$ cat src/design/extended_gcd_assert.svh
// Assertion macros shared by the extended GCD modules.
`ifndef EXTENDED_GCD_ASSERT_SVH
`define EXTENDED_GCD_ASSERT_SVH

// Same-cycle implication, checked on clk outside reset.
`define EGCD_ASSERT_IMP(lbl, ante, cons, msg) \
  lbl: assert property (@(posedge clk) disable iff (!rst_n) (ante) |-> (cons)) \
    else $error(msg);

// Next-cycle implication, checked on clk outside reset.
`define EGCD_ASSERT_NXT(lbl, ante, cons, msg) \
  lbl: assert property (@(posedge clk) disable iff (!rst_n) (ante) |=> (cons)) \
    else $error(msg);

`endif

$ cat src/design/egcd_pkg.sv
// Shared types and constants for the extended GCD block.
package egcd_pkg;

  // Result field widths
  localparam int COEF_WIDTH = 32;
  localparam int GCD_WIDTH  = 31;

  // Commands from the controller to the datapath
  typedef struct packed {
    logic load;       // take a new request into the working registers
    logic div_start;  // load the divider with r_prev / r_cur
    logic div_step;   // one quotient bit
    logic mul;        // form q*s_cur and q*t_cur
    logic upd;        // advance the remainder and coefficient sequences
    logic emit;       // copy the finished result into the output registers
  } egcd_cmd_t;

  // Status from the datapath to the controller
  typedef struct packed {
    logic rcur_zero;  // current remainder is zero: loop done
    logic div_last;   // divider takes its final bit this cycle
  } egcd_sts_t;

endpackage

$ cat src/design/extended_gcd.sv
// Extended GCD: runs the Euclid steps for one request, from accept to out_valid.
// Each step: zero test, bit-serial divide, multiply, update.
// At most about 46 Euclid steps for 31-bit operands; one request is worked on at a time.
// Synchronous active-low reset clears the controller and the output valid.
module extended_gcd #(
  parameter int OPERAND_WIDTH = 31
) (
  input  logic                                   clk,
  input  logic                                   rst_n,
  input  logic                                   in_valid,
  output logic                                   in_stall,
  input  logic [OPERAND_WIDTH-1:0]               in_first_operand,
  input  logic [OPERAND_WIDTH-1:0]               in_second_operand,
  output logic                                   out_valid,
  input  logic                                   out_stall,
  output logic signed [egcd_pkg::COEF_WIDTH-1:0] out_coef_first,
  output logic signed [egcd_pkg::COEF_WIDTH-1:0] out_coef_second,
  output logic [egcd_pkg::GCD_WIDTH-1:0]         out_gcd_value
);
  import egcd_pkg::*;

  egcd_cmd_t cmd;
  egcd_sts_t sts;

  egcd_ctrl u_ctrl (
    .clk       (clk),
    .rst_n     (rst_n),
    .in_valid  (in_valid),
    .in_stall  (in_stall),
    .out_valid (out_valid),
    .out_stall (out_stall),
    .sts       (sts),
    .cmd       (cmd)
  );

  egcd_dp #(.W(OPERAND_WIDTH)) u_dp (
    .clk    (clk),
    .rst_n  (rst_n),
    .cmd    (cmd),
    .sts    (sts),
    .op_a   (in_first_operand),
    .op_b   (in_second_operand),
    .coef_x (out_coef_first),
    .coef_y (out_coef_second),
    .gcd    (out_gcd_value)
  );

endmodule

$ cat src/design/egcd_div.sv
// Restoring divider, one quotient bit per cycle while step is held.
module egcd_div #(
  parameter int W = 31
) (
  input  logic         clk,
  input  logic         rst_n,
  input  logic         start,
  input  logic         step,
  input  logic [W-1:0] dividend,
  input  logic [W-1:0] divisor,
  output logic [W-1:0] quo,
  output logic [W-1:0] rem,
  output logic         last
);
  localparam int CW = $clog2(W + 1);

  logic [W-1:0]  quo_r, quo_nxt;
  logic [W-1:0]  rem_r, rem_nxt;
  logic [CW-1:0] cnt_r, cnt_nxt;
  logic [W:0]    trial;

  // Trial subtract of the divisor from the shifted partial remainder
  assign trial = {rem_r, quo_r[W-1]} - {1'b0, divisor};

  always_comb begin
    quo_nxt = quo_r;
    rem_nxt = rem_r;
    cnt_nxt = cnt_r;
    if (start) begin
      quo_nxt = dividend;
      rem_nxt = '0;
      cnt_nxt = CW'(W);
    end else if (step && (cnt_r != '0)) begin
      if (!trial[W]) begin
        rem_nxt = trial[W-1:0];
        quo_nxt = {quo_r[W-2:0], 1'b1};
      end else begin
        rem_nxt = {rem_r[W-2:0], quo_r[W-1]};
        quo_nxt = {quo_r[W-2:0], 1'b0};
      end
      cnt_nxt = cnt_r - CW'(1);
    end
  end

  always_ff @(posedge clk) begin
    quo_r <= quo_nxt;
    rem_r <= rem_nxt;
    if (!rst_n) begin
      cnt_r <= '0;
    end else begin
      cnt_r <= cnt_nxt;
    end
  end

  assign quo  = quo_r;
  assign rem  = rem_r;
  assign last = (cnt_r == CW'(1));

endmodule

$ cat src/design/egcd_dp.sv
// Datapath: remainder and Bezout coefficient registers, divider, multipliers.
module egcd_dp #(
  parameter int W = 31
) (
  input  logic                                 clk,
  input  logic                                 rst_n,
  input  egcd_pkg::egcd_cmd_t                  cmd,
  output egcd_pkg::egcd_sts_t                  sts,
  input  logic [W-1:0]                         op_a,
  input  logic [W-1:0]                         op_b,
  output logic signed [egcd_pkg::COEF_WIDTH-1:0] coef_x,
  output logic signed [egcd_pkg::COEF_WIDTH-1:0] coef_y,
  output logic [egcd_pkg::GCD_WIDTH-1:0]       gcd
);
  import egcd_pkg::*;

  // Remainder sequence
  logic [W-1:0] r_prev_r, r_cur_r;
  // Coefficients are only needed modulo 2^32
  logic [COEF_WIDTH-1:0] s_prev_r, s_cur_r, t_prev_r, t_cur_r;
  logic [COEF_WIDTH-1:0] prod_s_r, prod_t_r;
  logic [COEF_WIDTH-1:0] q32;
  logic [W-1:0] quo, rem;
  logic         div_last;
  logic signed [COEF_WIDTH-1:0] out_x_r, out_y_r;
  logic [GCD_WIDTH-1:0]         out_g_r;

  egcd_div #(.W(W)) u_div (
    .clk      (clk),
    .rst_n    (rst_n),
    .start    (cmd.div_start),
    .step     (cmd.div_step),
    .dividend (r_prev_r),
    .divisor  (r_cur_r),
    .quo      (quo),
    .rem      (rem),
    .last     (div_last)
  );

  assign q32 = COEF_WIDTH'(quo);

  // Working registers
  always_ff @(posedge clk) begin
    if (cmd.load) begin
      r_prev_r <= op_a;
      r_cur_r  <= op_b;
      s_prev_r <= COEF_WIDTH'(1);
      s_cur_r  <= '0;
      t_prev_r <= '0;
      t_cur_r  <= COEF_WIDTH'(1);
    end else if (cmd.upd) begin
      r_prev_r <= r_cur_r;
      r_cur_r  <= rem;
      s_prev_r <= s_cur_r;
      s_cur_r  <= s_prev_r - prod_s_r;
      t_prev_r <= t_cur_r;
      t_cur_r  <= t_prev_r - prod_t_r;
    end
  end

  // Quotient times coefficient, registered before the subtract
  always_ff @(posedge clk) begin
    if (cmd.mul) begin
      prod_s_r <= q32 * s_cur_r;
      prod_t_r <= q32 * t_cur_r;
    end
  end

  // Output registers
  always_ff @(posedge clk) begin
    if (cmd.emit) begin
      out_x_r <= s_prev_r;
      out_y_r <= t_prev_r;
      out_g_r <= GCD_WIDTH'(r_prev_r);
    end
  end

  assign coef_x = out_x_r;
  assign coef_y = out_y_r;
  assign gcd    = out_g_r;

  assign sts.rcur_zero = (r_cur_r == '0);
  assign sts.div_last  = div_last;

  `include "extended_gcd_assert.svh"

  `EGCD_ASSERT_IMP(a_rem_below_divisor, cmd.upd, rem < r_cur_r, "remainder not below divisor")
  `EGCD_ASSERT_IMP(a_no_div_by_zero, cmd.div_start, r_cur_r != '0, "division by zero started")

endmodule

$ cat src/design/egcd_ctrl.sv
// Controller: sequences the Euclid steps and the request handshakes.
module egcd_ctrl (
  input  logic                clk,
  input  logic                rst_n,
  input  logic                in_valid,
  output logic                in_stall,
  output logic                out_valid,
  input  logic                out_stall,
  input  egcd_pkg::egcd_sts_t sts,
  output egcd_pkg::egcd_cmd_t cmd
);
  import egcd_pkg::*;

  localparam logic [2:0] S_IDLE  = 3'd0;
  localparam logic [2:0] S_CHECK = 3'd1;
  localparam logic [2:0] S_DIV   = 3'd2;
  localparam logic [2:0] S_MUL   = 3'd3;
  localparam logic [2:0] S_UPD   = 3'd4;
  localparam logic [2:0] S_FIN   = 3'd5;

  logic [2:0] state_r, state_nxt;
  logic       out_valid_r, out_valid_nxt;
  logic       slot_free;

  assign slot_free = !out_valid_r || !out_stall;

  // Next state and commands
  always_comb begin
    state_nxt = state_r;
    cmd       = '0;
    unique case (state_r)
      S_IDLE: begin
        if (in_valid) begin
          cmd.load  = 1'b1;
          state_nxt = S_CHECK;
        end
      end
      S_CHECK: begin
        if (sts.rcur_zero) begin
          state_nxt = S_FIN;
        end else begin
          cmd.div_start = 1'b1;
          state_nxt     = S_DIV;
        end
      end
      S_DIV: begin
        cmd.div_step = 1'b1;
        if (sts.div_last) begin
          state_nxt = S_MUL;
        end
      end
      S_MUL: begin
        cmd.mul   = 1'b1;
        state_nxt = S_UPD;
      end
      S_UPD: begin
        cmd.upd   = 1'b1;
        state_nxt = S_CHECK;
      end
      S_FIN: begin
        if (slot_free) begin
          cmd.emit  = 1'b1;
          state_nxt = S_IDLE;
        end
      end
      default: begin
        state_nxt = S_IDLE;
      end
    endcase
  end

  // Output valid: set on emit, cleared when the result is taken
  always_comb begin
    out_valid_nxt = out_valid_r;
    if (cmd.emit) begin
      out_valid_nxt = 1'b1;
    end else if (!out_stall) begin
      out_valid_nxt = 1'b0;
    end
  end

  always_ff @(posedge clk) begin
    if (!rst_n) begin
      state_r     <= S_IDLE;
      out_valid_r <= 1'b0;
    end else begin
      state_r     <= state_nxt;
      out_valid_r <= out_valid_nxt;
    end
  end

  assign in_stall  = (state_r != S_IDLE);
  assign out_valid = out_valid_r;

  `include "extended_gcd_assert.svh"

  `EGCD_ASSERT_IMP(a_emit_slot_free, cmd.emit, slot_free, "result overwrote a pending result")
  `EGCD_ASSERT_NXT(a_accept_to_check, in_valid && !in_stall, state_r == S_CHECK, "request not started")
  `EGCD_ASSERT_NXT(a_div_to_mul, state_r == S_DIV && sts.div_last, state_r == S_MUL, "divide did not end")

endmodule

$ cat config.mk
export PLATFORM = sky130hd
export DESIGN_NAME = extended_gcd
export DESIGN_NICKNAME = d
export VERILOG_FILES = /design/src/design/egcd_pkg.sv /design/src/design/extended_gcd.sv /design/src/design/egcd_div.sv /design/src/design/egcd_dp.sv /design/src/design/egcd_ctrl.sv
export VERILOG_INCLUDE_DIRS = /design/src /design/src/design
export SDC_FILE = /design/constraint.sdc
export NUM_CORES = 2
export LEC_CHECK = 0
export BUFFER_PORTS_ARGS = -buffer_cell sky130_fd_sc_hd__buf_2
export CELL_PAD_IN_SITES_DETAIL_PLACEMENT = 0
export CELL_PAD_IN_SITES_GLOBAL_PLACEMENT = 1
export CORE_MARGIN = 2
export CORE_UTILIZATION = 25
export DETAILED_ROUTE_END_ITERATION = 10
export PLACE_DENSITY = 0.5
export SETUP_SLACK_MARGIN = 0.1
export SLEW_MARGIN = 20
export SYNTH_ARGS = -nofsm -noshare
export SYNTH_HDL_FRONTEND = slang
export SYNTH_HIERARCHICAL = 1
export SYNTH_SLANG_ARGS = --single-unit
$ cat constraint.sdc
create_clock -name clk -period 10.53 [get_ports clk]
set_input_delay 0.5265 -clock clk [delete_from_list [all_inputs] [get_ports clk]]
set_output_delay 0.5265 -clock clk [all_outputs]
set_load 0.02 [all_outputs]
==> impl_metrics.ini <==
[timing]
tightest_slew_ps = 1126
fin_crit_sh = 0.7718
holdWs_ps = 183.8
relSlewSlack = 0.2483
setup_viol = 0
final_max_slew_viol_count = 0
setup_tns_ps = 0
fin_crit_ps = 8128
skew_ps = 43.54
max_freq_mhz = 123.0
rsz0062_at_grt = no
hold_viol = 0

[clock_network]
post_cts.repair.setup_buffers = 0
ctsHtreeMaxLevel = 2
clkLatencyLatePin_ps = 650
root_buffer = clkbuf_16
cts_tree = built
cts.sink_count = 420
holdBufCountCts = 0
clk_path_buf_depth = 3
ctsResizeCount = 0
numCtsBuffers = 50
path_clk_slew_ps = 60

[floorplan]
die_h_um = 455.8
boundaryPins = 163
core_region_area_mm2 = 0.2025
num_rows = 165
dieArea_mm2 = 0.2077
fp.dieW_um = 455.8
initial_utilization = 0.2520

[yosys]
synth.top_cell.area_share = 0.3221
yosys-top-cells-count = 855 x inv_1, 821 x fa_1, 662 x nand2_1
ys.flop_type = edfxtp_1
synth-simple-area-share = 0.1539
syn_inst = 5213
avgSynthCellArea_um2 = 9.788
synth_top_area_cell = fa_1
async_reset_ff_frac = 0
syn_nets = 6436
netlist_top_cells_area = fa_1 32%, edfxtp_1 15%, ha_1 8.2%
synth_seq_cells = 420
muxShareOfSynthArea = 0.03808
synth_most_common_cell = inv_1
syn_area_mm2 = 0.05103
synth-edff-count = 252
synth_top_family_by_area = adder cells
synth_xor_area_frac = 0.04286
ys_types = 94
synth-adder-area-share = 0.4045
synth_compound_area_frac = 0.06231
synth_warnings = 6
ys_seq_area_frac = 0.2142

[run_status]
status = finished clean

[final_layout]
post-route-util = 0.2790
finalNetCount = 6467
area_growth_pct = 10.74
drive_gt1_frac = 0.08876
n_fill_cell = 21437
stdcell_count = 7959

[detailed_routing]
drt_iter0_markers = 1764
vias = 35578
via_per_inst = 4.470
drc = 0
ant_nets = 0
drt-wirelength-per-cell_um = 20.67
dr.pass1.iters = 5
wl_mm = 164.5

[worst_setup_path]
critPathCaptureType = register
worstPathArrival_ps = 8460
critPathMaxFanout = 43
worstSetupPathType = reg2reg
worstPathRequired_ps = 10870
start_kind = register

[power_and_ir_drop]
power_leakage_nw = 25.04
ir_worst_vdd_mv = 0.1401
power.density_mw_per_mm2 = 153.1

[place]
place.gp.congestion = 0.8133
hpwl_mm = 125.1
portBuffers = 162
placed_cells = 7864

[global_route]
grt_max_degree = 81
grt_pass1_vias = 39083
grt_pass1_wl_mm = 251.7
antenna_found_initial = 9
overflow = 0
grt_usage = 0.1595

[min_path]
hold_path_class = in2reg

[job]
maxCapViolCount = 0
## sequential cells by signal, summed over array words and instances (netlist names)
name / flops
u_dp/u_div/cnt_r: 5
u_ctrl/state_r: 3
u_dp/prod_t_r: 32
u_dp/gcd: 31
u_dp/coef_x: 32
u_dp/t_cur_r: 32
u_dp/r_cur_r: 31
u_dp/t_prev_r: 32
u_ctrl/out_valid: 1
u_dp/u_div/rem: 31
u_dp/coef_y: 32
u_dp/s_prev_r: 32
u_dp/s_cur_r: 32
u_dp/u_div/quo: 31
u_dp/prod_s_r: 32
u_dp/r_prev_r: 31
## metal layers
metal  up-vias  GRT usage  wire (um)
met1     18338     0.2168      75430
met2       702     0.2643      77810
li1      16376          -          -
met4         0    0.05097       5351
met5         -          0          0
met3       162    0.01771       5915
## where the power goes
| part | switching, mW | internal, mW |
|---|---|---|
| registers | 0.289 | 2.07 |
| clock network | 0.766 | 1.01 |
| logic | 2.77 | 1.75 |
## worst paths after layout
check,start,endpoint,slack [ps],depth (start not counted)
max,u_dp/u_div/quo[6]$_DFFE_PP_,u_dp/prod_t_r[31]$_DFFE_PP_,2400,21
min reg2reg,u_dp/r_prev_r[29]$_DFFE_PP_,u_dp/gcd[29]$_DFFE_PP_,460,0
max reg2reg,u_dp/u_div/quo[6]$_DFFE_PP_,u_dp/prod_t_r[31]$_DFFE_PP_,2400,21
min,in_second_operand[14],u_dp/r_cur_r[14]$_DFFE_PP_,180,2
## cells by family (layout without fill, tap and decap cells)
| kind of cell | Yosys count | in the layout |
|---|---|---|
| other | 0 | 3 |
| multiplexers | 182 | 182 |
| adder cells (fa/ha/maj) | 1157 | 1157 |
| buffers and inverters | 1132 | 1203 |
| XOR/XNOR | 248 | 248 |
| AO/OA/AOI/OAI | 468 | 468 |
| AND/OR/NAND/NOR | 1606 | 1606 |
| flip-flops | 420 | 420 |
## placed cells by master (no fill, tap or decap), types with 59 or more instances in the layout
cell        n
inv_1     854
fa_1      821
nand2_1   662
and2_1    560
ha_1      336
edfxtp_1  252
nor2_1    204
xnor2_1   187
dfxtp_1   165
buf_2     162
a21oi_1   127
mux2_2     93
buf_4      89
mux2i_1    88
o21ai_0    74
xor2_1     59
## cell type report
type / count / area (um^2) / share of cell area
Antenna cell: 3 / 7.507 / 0.0001329
Clock buffer: 73 / 1450 / 0.02566
Clock inverter: 19 / 173.9 / 0.003078
Inverter: 856 / 3213 / 0.05686
Multi-Input combinational cell: 3661 / 35830 / 0.6342
Sequential cell: 420 / 10930 / 0.1935
Tap cell: 2672 / 3343 / 0.05916
Timing Repair Buffer: 255 / 1550 / 0.02743
## worst max-delay path: stages, from the launching register on
cell and delay [ps]:
edfxtp_1 500, buf_4 560, and2_1 230, fa_1 430, fa_1 500, fa_1 520
inv_1 50, fa_1 470, inv_1 50, fa_1 480, fa_1 600, fa_1 450
fa_1 470, ha_1 370, a21o_1 190, a211o_1 290, or2_2 290, nor3_1 230
nor3_1 100, a2111oi_0 670, a21oi_1 170, xnor2_1 170
## metrics by stage
| step | cell area (um^2) | power (mW) | setup slack, ps |
|---|---|---|---|
| detailed placement | 54870 | 6.952 | 2360 |
| global route | 56500 | 9.372 | 1902 |
| global placement | 54870 | 6.981 | 2495 |
| floorplan | 51030 | 5.368 | 3255 |
| finish | 56510 | 8.648 | 2402 |
| CTS | 56490 | 8.822 | 2322 |
Power figures use the tool's default switching activity.
